### src/hw/rtl/regular_timestamp_batcher_unit_macros.svh
// Assertion macros shared by the batcher RTL.
`ifndef REGULAR_TIMESTAMP_BATCHER_UNIT_MACROS_SVH
`define REGULAR_TIMESTAMP_BATCHER_UNIT_MACROS_SVH

// Clocked check, off while reset is held.
`define RTB_ASSERT(lbl, clk, rst_n, prop, msg) \
    lbl: assert property (@(posedge clk) disable iff (!rst_n) prop) else $error(msg);

// Clocked check that also holds through reset.
`define RTB_ASSERT_ALWAYS(lbl, clk, prop, msg) \
    lbl: assert property (@(posedge clk) prop) else $error(msg);

`endif

### src/hw/rtl/rtb_pkg.sv
// Shared constants and types of the timestamp batcher.
package rtb_pkg;

    // Widths fixed by the word format
    localparam int TS_W       = 64;
    localparam int WORD_W     = 32;
    localparam int CFG_IDX_W  = 1;
    localparam int CFG_DATA_W = 5;

    // Defaults
    localparam int MAX_CAPACITY_LOG2_DEF = 16;
    localparam int CAPACITY_LOG2_RESET   = 6;
    localparam int QUEUE_DEPTH_DEF       = 4;

    // Configuration register indexes
    typedef enum logic [CFG_IDX_W-1:0] {
        CFG_REGULAR_MODE  = 1'b0,
        CFG_CAPACITY_LOG2 = 1'b1
    } t_cfg_idx;

    // Input word kinds
    typedef enum logic [0:0] {
        MODE_SAMPLE = 1'b0,
        MODE_END    = 1'b1
    } t_in_mode;

endpackage

### src/hw/rtl/rtb_front.sv
// Front end: holds batch state, classifies each word and builds its result.
`include "regular_timestamp_batcher_unit_macros.svh"

module rtb_front #(
    parameter int MAX_CAPACITY_LOG2 = rtb_pkg::MAX_CAPACITY_LOG2_DEF
) (
    input  logic                               i_clk,
    input  logic                               i_rst_n,
    // configuration
    input  logic                               i_cfg_valid,
    input  logic [rtb_pkg::CFG_IDX_W-1:0]      i_cfg_index,
    input  logic [rtb_pkg::CFG_DATA_W-1:0]     i_cfg_data,
    // accepted input word
    input  logic                               i_accept,
    input  logic                               i_mode,
    input  logic [rtb_pkg::TS_W-1:0]           i_timestamp,
    input  logic [rtb_pkg::WORD_W-1:0]         i_sample_word,
    // result word for the queue
    output logic                               o_closed,
    output logic [rtb_pkg::TS_W-1:0]           o_closed_start,
    output logic [rtb_pkg::TS_W-1:0]           o_closed_period,
    output logic [MAX_CAPACITY_LOG2:0]         o_closed_count,
    output logic [MAX_CAPACITY_LOG2-1:0]       o_slot_index,
    output logic [rtb_pkg::WORD_W-1:0]         o_slot_word,
    output logic                               o_complete
);

    localparam int CW = MAX_CAPACITY_LOG2 + 1;
    localparam int SW = MAX_CAPACITY_LOG2;
    localparam int TW = rtb_pkg::TS_W;
    localparam logic [rtb_pkg::CFG_DATA_W-1:0] CAP_MAX =
        rtb_pkg::CFG_DATA_W'(MAX_CAPACITY_LOG2);
    localparam int CAP_RST_EFF = (rtb_pkg::CAPACITY_LOG2_RESET > MAX_CAPACITY_LOG2) ?
        MAX_CAPACITY_LOG2 : rtb_pkg::CAPACITY_LOG2_RESET;
    localparam logic [CW-1:0] LIMIT_RST = CW'(1) << CAP_RST_EFF;

    logic          r_regular;
    logic [CW-1:0] r_limit;
    logic [CW-1:0] r_count, n_count;
    logic [TW-1:0] r_start, n_start;
    logic [TW-1:0] r_delta, n_delta;
    logic [TW-1:0] r_expect, n_expect;

    logic                           batch_open, at_limit, multi, ts_miss;
    logic                           close_smp, is_end;
    logic [CW-1:0]                  base;
    logic [rtb_pkg::CFG_DATA_W-1:0] cap_eff;

    // Config registers; capacity kept as the saturated batch size
    assign cap_eff = (i_cfg_data > CAP_MAX) ? CAP_MAX : i_cfg_data;

    always_ff @(posedge i_clk) begin
        if (!i_rst_n) begin
            r_regular <= 1'b0;
            r_limit   <= LIMIT_RST;
        end else if (i_cfg_valid) begin
            case (rtb_pkg::t_cfg_idx'(i_cfg_index))
                rtb_pkg::CFG_REGULAR_MODE:  r_regular <= i_cfg_data[0];
                rtb_pkg::CFG_CAPACITY_LOG2: r_limit   <= CW'(1) << cap_eff;
                default: ;
            endcase
        end
    end

    // Classify: does this word close the open batch
    assign is_end     = (rtb_pkg::t_in_mode'(i_mode) == rtb_pkg::MODE_END);
    assign batch_open = (r_count != '0);
    assign at_limit   = (r_count >= r_limit);
    assign multi      = (r_count > CW'(1));
    assign ts_miss    = (i_timestamp != r_expect);
    assign close_smp  = batch_open && (!r_regular || at_limit || (multi && ts_miss));

    // Slot of a sample after any close
    assign base = close_smp ? '0 : r_count;

    // Result word
    always_comb begin
        o_closed        = is_end ? batch_open : close_smp;
        o_closed_start  = o_closed ? r_start : '0;
        o_closed_period = (o_closed && multi) ? r_delta : '0;
        o_closed_count  = o_closed ? r_count : '0;
        o_slot_index    = is_end ? '0 : base[SW-1:0];
        o_slot_word     = is_end ? '0 : i_sample_word;
        o_complete      = is_end;
    end

    // Next batch state; expected time runs as start + count*delta
    always_comb begin
        n_count  = r_count;
        n_start  = r_start;
        n_delta  = r_delta;
        n_expect = r_expect;
        if (is_end) begin
            n_count  = '0;
            n_start  = '0;
            n_delta  = '0;
            n_expect = '0;
        end else begin
            n_count = base + CW'(1);
            if (base == '0) begin
                n_start = i_timestamp;
            end else if (base == CW'(1)) begin
                n_delta  = i_timestamp - r_start;
                n_expect = {i_timestamp[TW-2:0], 1'b0} - r_start;
            end else begin
                n_expect = r_expect + r_delta;
            end
        end
    end

    always_ff @(posedge i_clk) begin
        if (!i_rst_n) begin
            r_count <= '0;
        end else if (i_accept) begin
            r_count <= n_count;
        end
    end

    always_ff @(posedge i_clk) begin
        if (i_accept) begin
            r_start  <= n_start;
            r_delta  <= n_delta;
            r_expect <= n_expect;
        end
    end

    `RTB_ASSERT(a_end_empties, i_clk, i_rst_n, (i_accept && is_end) |=> (r_count == '0), "end word left a batch open")
    `RTB_ASSERT(a_sample_fills, i_clk, i_rst_n, (i_accept && !is_end) |=> (r_count != '0), "sample word left batch empty")
    `RTB_ASSERT(a_irregular_single, i_clk, i_rst_n, (i_accept && !is_end && !r_regular) |=> (r_count == CW'(1)), "irregular sample not alone")

endmodule

### src/hw/rtl/rtb_queue.sv
// Result queue between the front end and the output side.
`include "regular_timestamp_batcher_unit_macros.svh"

module rtb_queue #(
    parameter int W     = 8,
    parameter int DEPTH = rtb_pkg::QUEUE_DEPTH_DEF
) (
    input  logic         i_clk,
    input  logic         i_rst_n,
    input  logic         i_push,
    input  logic [W-1:0] i_data,
    output logic         o_full,
    input  logic         i_pop,
    output logic         o_empty,
    output logic [W-1:0] o_data
);

    localparam int PW = (DEPTH > 1) ? $clog2(DEPTH) : 1;
    localparam int NW = $clog2(DEPTH + 1);

    logic [W-1:0]  r_mem [DEPTH];
    logic [PW-1:0] r_wr, n_wr;
    logic [PW-1:0] r_rd, n_rd;
    logic [NW-1:0] r_cnt;
    logic          do_push, do_pop;

    assign o_full  = (r_cnt == NW'(DEPTH));
    assign o_empty = (r_cnt == '0);
    assign do_push = i_push && !o_full;
    assign do_pop  = i_pop && !o_empty;
    assign o_data  = r_mem[r_rd];

    // Pointer wrap
    assign n_wr = (r_wr == PW'(DEPTH - 1)) ? '0 : r_wr + PW'(1);
    assign n_rd = (r_rd == PW'(DEPTH - 1)) ? '0 : r_rd + PW'(1);

    always_ff @(posedge i_clk) begin
        if (do_push) begin
            r_mem[r_wr] <= i_data;
        end
    end

    always_ff @(posedge i_clk) begin
        if (!i_rst_n) begin
            r_wr  <= '0;
            r_rd  <= '0;
            r_cnt <= '0;
        end else begin
            if (do_push) begin
                r_wr <= n_wr;
            end
            if (do_pop) begin
                r_rd <= n_rd;
            end
            case ({do_push, do_pop})
                2'b10:   r_cnt <= r_cnt + NW'(1);
                2'b01:   r_cnt <= r_cnt - NW'(1);
                default: r_cnt <= r_cnt;
            endcase
        end
    end

    `RTB_ASSERT(a_cnt_bound, i_clk, i_rst_n, r_cnt <= NW'(DEPTH), "queue count past depth")
    `RTB_ASSERT(a_push_shows, i_clk, i_rst_n, (do_push && !do_pop) |=> !o_empty, "pushed word not visible")

endmodule

### src/hw/rtl/regular_timestamp_batcher_unit.sv
// Top level of the timestamp batcher: front end plus result queue.
// Takes one word per clock while full is low: a sample or an end-of-stream marker. Each
// accepted word yields exactly one result word, visible on the result ports the cycle
// after it is taken if the queue was empty, else once earlier results are popped. The
// front end updates count, start, period and a running expected time per accepted word;
// a four-word result queue lets the output stall independently; full rises only when four
// results wait. Config writes are taken every cycle and apply from the next input word.
`include "regular_timestamp_batcher_unit_macros.svh"

module regular_timestamp_batcher_unit #(
    parameter int MAX_CAPACITY_LOG2 = rtb_pkg::MAX_CAPACITY_LOG2_DEF,
    parameter int QUEUE_DEPTH       = rtb_pkg::QUEUE_DEPTH_DEF
) (
    input  logic                           i_clk,
    input  logic                           i_rst_n,
    // configuration write channel
    input  logic                           i_cfg_valid,
    output logic                           o_cfg_ready,
    input  logic [rtb_pkg::CFG_IDX_W-1:0]  i_cfg_index,
    input  logic [rtb_pkg::CFG_DATA_W-1:0] i_cfg_data,
    // input side
    input  logic                           push,
    output logic                           full,
    input  logic                           i_mode,
    input  logic [rtb_pkg::TS_W-1:0]       i_timestamp,
    input  logic [rtb_pkg::WORD_W-1:0]     i_sample_word,
    // result side
    output logic                           empty,
    input  logic                           pop,
    output logic                           o_closed,
    output logic [rtb_pkg::TS_W-1:0]       o_closed_start,
    output logic [rtb_pkg::TS_W-1:0]       o_closed_period,
    output logic [MAX_CAPACITY_LOG2:0]     o_closed_count,
    output logic [MAX_CAPACITY_LOG2-1:0]   o_slot_index,
    output logic [rtb_pkg::WORD_W-1:0]     o_slot_word,
    output logic                           o_complete
);

    localparam int RW = 1 + 2 * rtb_pkg::TS_W + (MAX_CAPACITY_LOG2 + 1) + MAX_CAPACITY_LOG2
                        + rtb_pkg::WORD_W + 1;

    logic                         accept;
    logic                         f_closed, f_complete;
    logic [rtb_pkg::TS_W-1:0]     f_start, f_period;
    logic [MAX_CAPACITY_LOG2:0]   f_count;
    logic [MAX_CAPACITY_LOG2-1:0] f_slot;
    logic [rtb_pkg::WORD_W-1:0]   f_word;
    logic [RW-1:0]                q_in, q_out;

    assign o_cfg_ready = 1'b1;
    assign accept      = push && !full;

    rtb_front #(
        .MAX_CAPACITY_LOG2 (MAX_CAPACITY_LOG2)
    ) u_front (
        .i_clk           (i_clk),
        .i_rst_n         (i_rst_n),
        .i_cfg_valid     (i_cfg_valid),
        .i_cfg_index     (i_cfg_index),
        .i_cfg_data      (i_cfg_data),
        .i_accept        (accept),
        .i_mode          (i_mode),
        .i_timestamp     (i_timestamp),
        .i_sample_word   (i_sample_word),
        .o_closed        (f_closed),
        .o_closed_start  (f_start),
        .o_closed_period (f_period),
        .o_closed_count  (f_count),
        .o_slot_index    (f_slot),
        .o_slot_word     (f_word),
        .o_complete      (f_complete)
    );

    // Pack result word
    assign q_in = {f_closed, f_start, f_period, f_count, f_slot, f_word, f_complete};

    rtb_queue #(
        .W     (RW),
        .DEPTH (QUEUE_DEPTH)
    ) u_queue (
        .i_clk   (i_clk),
        .i_rst_n (i_rst_n),
        .i_push  (accept),
        .i_data  (q_in),
        .o_full  (full),
        .i_pop   (pop),
        .o_empty (empty),
        .o_data  (q_out)
    );

    assign {o_closed, o_closed_start, o_closed_period, o_closed_count,
            o_slot_index, o_slot_word, o_complete} = q_out;

    `RTB_ASSERT(a_rst_empty, i_clk, i_rst_n, $rose(i_rst_n) |-> empty, "results present right after reset")
    `RTB_ASSERT(a_not_both, i_clk, i_rst_n, !(full && empty), "queue full and empty at once")

endmodule

### config.mk
export PLATFORM = sky130hd
export DESIGN_NAME = regular_timestamp_batcher_unit
export DESIGN_NICKNAME = d
export VERILOG_FILES = /design/src/hw/rtl/rtb_pkg.sv /design/src/hw/rtl/rtb_front.sv /design/src/hw/rtl/rtb_queue.sv /design/src/hw/rtl/regular_timestamp_batcher_unit.sv
export VERILOG_INCLUDE_DIRS = /design/src /design/src/hw/rtl
export SDC_FILE = /design/constraint.sdc
export NUM_CORES = 2
export LEC_CHECK = 0
export BUFFER_PORTS_ARGS = -buffer_cell sky130_fd_sc_hd__buf_2
export CAP_MARGIN = 25
export CORE_MARGIN = 4
export CORE_UTILIZATION = 54
export DETAILED_ROUTE_END_ITERATION = 10
export PLACE_DENSITY_LB_ADDON = 0.3
export RECOVER_POWER = 50
export SYNTH_ARGS = -nofsm -noshare
export SYNTH_HDL_FRONTEND = slang
export SYNTH_SLANG_ARGS = --single-unit
### constraint.sdc
create_clock -name i_clk -period 7.66 [get_ports i_clk]
set_input_delay 0.383 -clock i_clk [delete_from_list [all_inputs] [get_ports i_clk]]
set_output_delay 0.383 -clock i_clk [all_outputs]
set_load 0.03 [all_outputs]
==> results summary <==
The number of I/O port buffers came out at 304. Traced cell by cell, the critical path runs through buf_6 > clkbuf_1 > clkbuf_1 > nor2b_1 > mux2_2. The routability congestion estimate is 0.946. The number of vias after detailed routing came out at 31400. The leakage power summed over all cells came out at 20.8 nW. The headroom to the max-slew limit came out at -168%. The delay of the slowest cell on the worst path came out at 2.58 ns. Once detailed placement completed, the half-perimeter wirelength came to 83.1 mm. The worst hold path begins at i_timestamp[63].

The sequential power share is 41.2%. The buffers inserted during post-CTS setup optimization came out at 0. The horizontal extent of the die is 312 um. The worst setup path is of the primary input to register kind.

The first global-routing pass estimated 187 mm of wire. The total routed wirelength came out at 121 mm. For this run, the detailed router's first-pass iteration total came to 6. The number of placed cells counting well taps is 5062. The cell internal power dissipation is 11.3 mW. TritonCTS built the clock tree. The net switching share of the total power came out at 32.3%. The final critical-path required period is 5.68 ns.

The clock sink count came out at 1016. The reg-to-reg startpoint is u_queue.r_cnt[0]$_SDFFE_PN0P_. The maximum vdd ir drop is 0.000242 V. The biggest fanout along the worst timing path came out at 99.

The number of failing hold endpoints at the final stage was 0. The endpoint of the most critical register-to-register path is u_queue.r_mem[0][8]$_DFFE_PP_. The worst hold path terminates at u_front.r_start[63]$_SDFFCE_PP0P_.

Sequential cells were found to cover 60.1% of the synthesized design area. In the synthesized netlist the dominant register cell turns out to be sky130_fd_sc_hd__edfxtp_1. Setup repair after global routing left no endpoint under its margin.

In the layout the commonest cells are sky130_fd_sc_hd__edfxtp_1, sky130_fd_sc_hd__buf_2, sky130_fd_sc_hd__a21oi_1. The final max-slew violation count came out at 579. The TritonCTS buffer count is 104. The number of antenna violations at the first check in global routing is 16.

In this run the deepest clock path goes through 3 buffers. The via count of the first global-routing pass is 30900. The total routing usage reported by global routing is 24.6%. The net count of the mapped netlist is 3950. The number of cells on the worst hold path came out at 2. For this design the top-level I/O count stands at 306. Using the TritonRoute via totals, the vias-per-cell ratio works out to 5.97.

The quantity of gates resized following cts came out at 0. The required time at the endpoint of the critical path is 8.08 ns. The worst path uses 74.2% of the clock period. The share of layout cells above drive strength 1 came out at 16.6%. The clock network is responsible for 30.1% of the overall power. The deepest level of the CTS H-tree came out at 3. Entering global routing, the biggest net connects 136 pins. Data arrives at the worst endpoint at 6.10 ns. The relative contribution of combinational cells to total power came out at 28.8%. Once the floorplan was initialized, standard cells occupied 54.5% of the core. The area of the placeable core came out at 91800 um2.

The number of violations reported at the end of detailed-routing iteration 0 came out at 3061. The slowest stage cell on the critical path is sky130_fd_sc_hd__clkbuf_1. The count of warnings emitted by yosys is 0.

The power dissipated by switching net loads came out at 5.41 mW. The die covers 97600 um2. Counting flops and latches in the post-synthesis netlist gives 1016.

The library cell used most frequently in the layout, excluding fill and tap cells, is sky130_fd_sc_hd__edfxtp_1. The mean instance size in the synthesized netlist is 13.8 um2. The overall die height is 312 um.

The power after layout came out at 16.7 mW. CTS placed an instance of sky130_fd_sc_hd__clkbuf_16 at the clock tree root. Buffers inserted to repair hold after CTS numbered 4. The register clock-pin slew on the reported worst setup and hold paths came out at 0.06 ns. The number of synthesized flops with an enable pin came out at 972. The gate count after technology mapping is 3624. The number of design rule violations left after detail routing is 0. The clock network latency to the later pin of the worst-skew pair is 0.72 ns. The element type at the critical path end is a register. For the final database, setup skew stands at 0.0581 ns. The final setup violation count is 0. Once detail routing completed, the nets flagged for antenna violations numbered 0. The total congestion overflow after global routing came out at 0. The filler-free cell count of the finished design is 5262. The areal power density over the cells is 297 nW/um2. Max-cap violations in this run came to 10.

The worst setup path is launched from a primary input. The slew at the pin closest to its max-slew limit is 4.02 ns. The highest achievable clock rate is 0.176 GHz. The summed instance area of the synthesized netlist is 50000 um2. Dividing the detail-routed wire length by the instance count gives 23.1 um.

The number of library cell types mapped by synthesis is 82. The number of cells on the worst reg-to-reg path is 6. The area growth from synthesis to layout is 12.6%.

The worst-case register-to-register setup slack is 2.00 ns. The cell that appears most often on the critical path is sky130_fd_sc_hd__clkbuf_1. The checks that failed: max-capacitance violations, max-slew violations.

The flow ran to the end, but the final reports show violations. The path type of the worst min-delay path is primary input to register. The number of cell rows is 111.

The total negative slack came out at 0 ns. The number of nets in the finished design came out at 4255. The share of flip-flops with an asynchronous set or reset came out at 0%.
==> flip-flops by register name, indices dropped and copies added, names as in the netlist, named ones only <==
| signal | count |
|---|---|
| u_front.r_start | 64 |
| u_queue.r_cnt | 3 |
| u_queue.r_mem | 780 |
| u_queue.r_wr | 2 |
| u_front.r_limit | 17 |
| u_front.r_regular | 1 |
| u_front.r_delta | 64 |
| u_queue.r_rd | 2 |
| u_front.r_count | 17 |
| u_front.r_expect | 64 |
==> how the worst max path moves through the flow <==
stage	from	to	slack (ns)
after floorplan	u_queue.r_cnt[0]$_SDFFE_PN0P_	u_queue.r_mem[1][0]$_DFFE_PP_	1.24
after global placement	i_timestamp[27]	u_front.r_delta[34]$_SDFFCE_PP0P_	2.63
after detailed placement	i_timestamp[27]	u_front.r_delta[34]$_SDFFCE_PP0P_	2.62
after CTS	u_front.r_expect[27]$_SDFFCE_PP0P_	u_front.r_delta[38]$_SDFFCE_PP0P_	2.71
after global routing	u_queue.r_cnt[0]$_SDFFE_PN0P_	u_queue.r_mem[0][8]$_DFFE_PP_	1.50
final	i_mode	u_front.r_delta[24]$_SDFFCE_PP0P_	1.98
==> critical path, delay by kind of cell <==
kind / cells / cell delay [ns]
buffers and inverters: 3 / 5.16
multiplexers: 1 / 0.38
AND/OR/NAND/NOR: 1 / 0.08
==> power groups by stage <==
stage          registers, mW  clock network [mW]  logic, mW
4_1_cts                 6.88                5.13       4.86
3_3_place_gp            6.97                   0       4.81
6_report                6.89                5.03       4.82
5_1_grt                 6.93                5.39       5.18
3_5_place_dp            7.00                   0       4.83
2_1_floorplan           6.92                   0       3.61
==> cells by family (layout without fill, tap and decap cells) <==
group / Yosys count / count (layout) / synth area share (%)
XOR/XNOR: 230 / 230 / 4.03
flip-flops: 1016 / 1016 / 60.1
AND/OR/NAND/NOR: 955 / 955 / 9.97
AO/OA/AOI/OAI: 718 / 718 / 9.17
other: 1 / 6 / 0.00749
multiplexers: 215 / 215 / 9.19
adder cells (fa/ha/maj): 218 / 218 / 5.51
buffers and inverters: 271 / 661 / 2.05
==> metrics by stage <==
stage / util, % / setup WS (ns) / hold WS, ns / area, um2
3_3_place_gp: 57.7 / 2.63 / 0.454 / 53000
4_1_cts: 61.5 / 2.71 / 0.00118 / 56400
3_5_place_dp: 57.7 / 2.62 / 0.462 / 53000
2_1_floorplan: - / 1.24 / 0.438 / 50000
5_1_grt: 61.4 / 1.50 / 0.0474 / 56300
6_report: 61.4 / 1.98 / 0.0445 / 56300
==> area by class of cell <==
type / count / area, um2
Sequential cell: 1016 / 30100
Multi-Input combinational cell: 2337 / 19000
Clock buffer: 136 / 2810
Inverter: 134 / 503
Clock inverter: 55 / 626
Tap cell: 1243 / 1560
Fill cell: 7029 / 35500
Antenna cell: 5 / 12.5
Timing Repair Buffer: 336 / 1770
==> per-layer routing <==
metal | wire (um) | track usage (%)
met1 | 51600 | 34.1
met2 | 60000 | 41.1
met3 | 7210 | 3.96
met5 | 58 | 0
met4 | 2610 | 5.74
==> Yosys cell counts (5+ instances only) <==
cell type                  instances  area [um2]
sky130_fd_sc_hd__or3_1            13        81.3
sky130_fd_sc_hd__o21ai_0         130         651
sky130_fd_sc_hd__a21o_1          105         788
sky130_fd_sc_hd__xor2_1           70         613
sky130_fd_sc_hd__o21bai_1         27         203
sky130_fd_sc_hd__inv_1           133         499
sky130_fd_sc_hd__and3_1           39         244
sky130_fd_sc_hd__a21boi_0         26         195
sky130_fd_sc_hd__mux2i_1          14         140
sky130_fd_sc_hd__a211oi_1         20         150
sky130_fd_sc_hd__and2_1          177        1110
sky130_fd_sc_hd__nor2b_1         147         920
sky130_fd_sc_hd__o22ai_1          14        87.6
sky130_fd_sc_hd__buf_1            33         124
sky130_fd_sc_hd__nand2b_1         22         138
sky130_fd_sc_hd__a31o_2            8        70.1
sky130_fd_sc_hd__mux4_2          195        4390
sky130_fd_sc_hd__a22oi_1           5        37.5
sky130_fd_sc_hd__a21oi_1         236        1180
sky130_fd_sc_hd__a31oi_1          38         238
sky130_fd_sc_hd__nand3b_1         14         105
sky130_fd_sc_hd__nand2_1         152         571
sky130_fd_sc_hd__a221oi_1          6        52.6
sky130_fd_sc_hd__ha_1            214        2680
sky130_fd_sc_hd__nor4_1           14        87.6
sky130_fd_sc_hd__clkbuf_1        101         379
sky130_fd_sc_hd__or4_1             5        37.5
sky130_fd_sc_hd__o31a_1            6        52.6
sky130_fd_sc_hd__nand4_1          55         344
sky130_fd_sc_hd__nand3_1          32         160
sky130_fd_sc_hd__a221o_1           8        80.1
sky130_fd_sc_hd__dfxtp_1          44         881
sky130_fd_sc_hd__o21a_1           19         143
sky130_fd_sc_hd__xnor2_1         160        1400
sky130_fd_sc_hd__o31ai_1          12        90.1
sky130_fd_sc_hd__edfxtp_1        972       29200
sky130_fd_sc_hd__nor3_1           38         190
sky130_fd_sc_hd__o211ai_1          7        52.6
sky130_fd_sc_hd__nor2_1          229         860
Power figures use the tool's default switching activity.
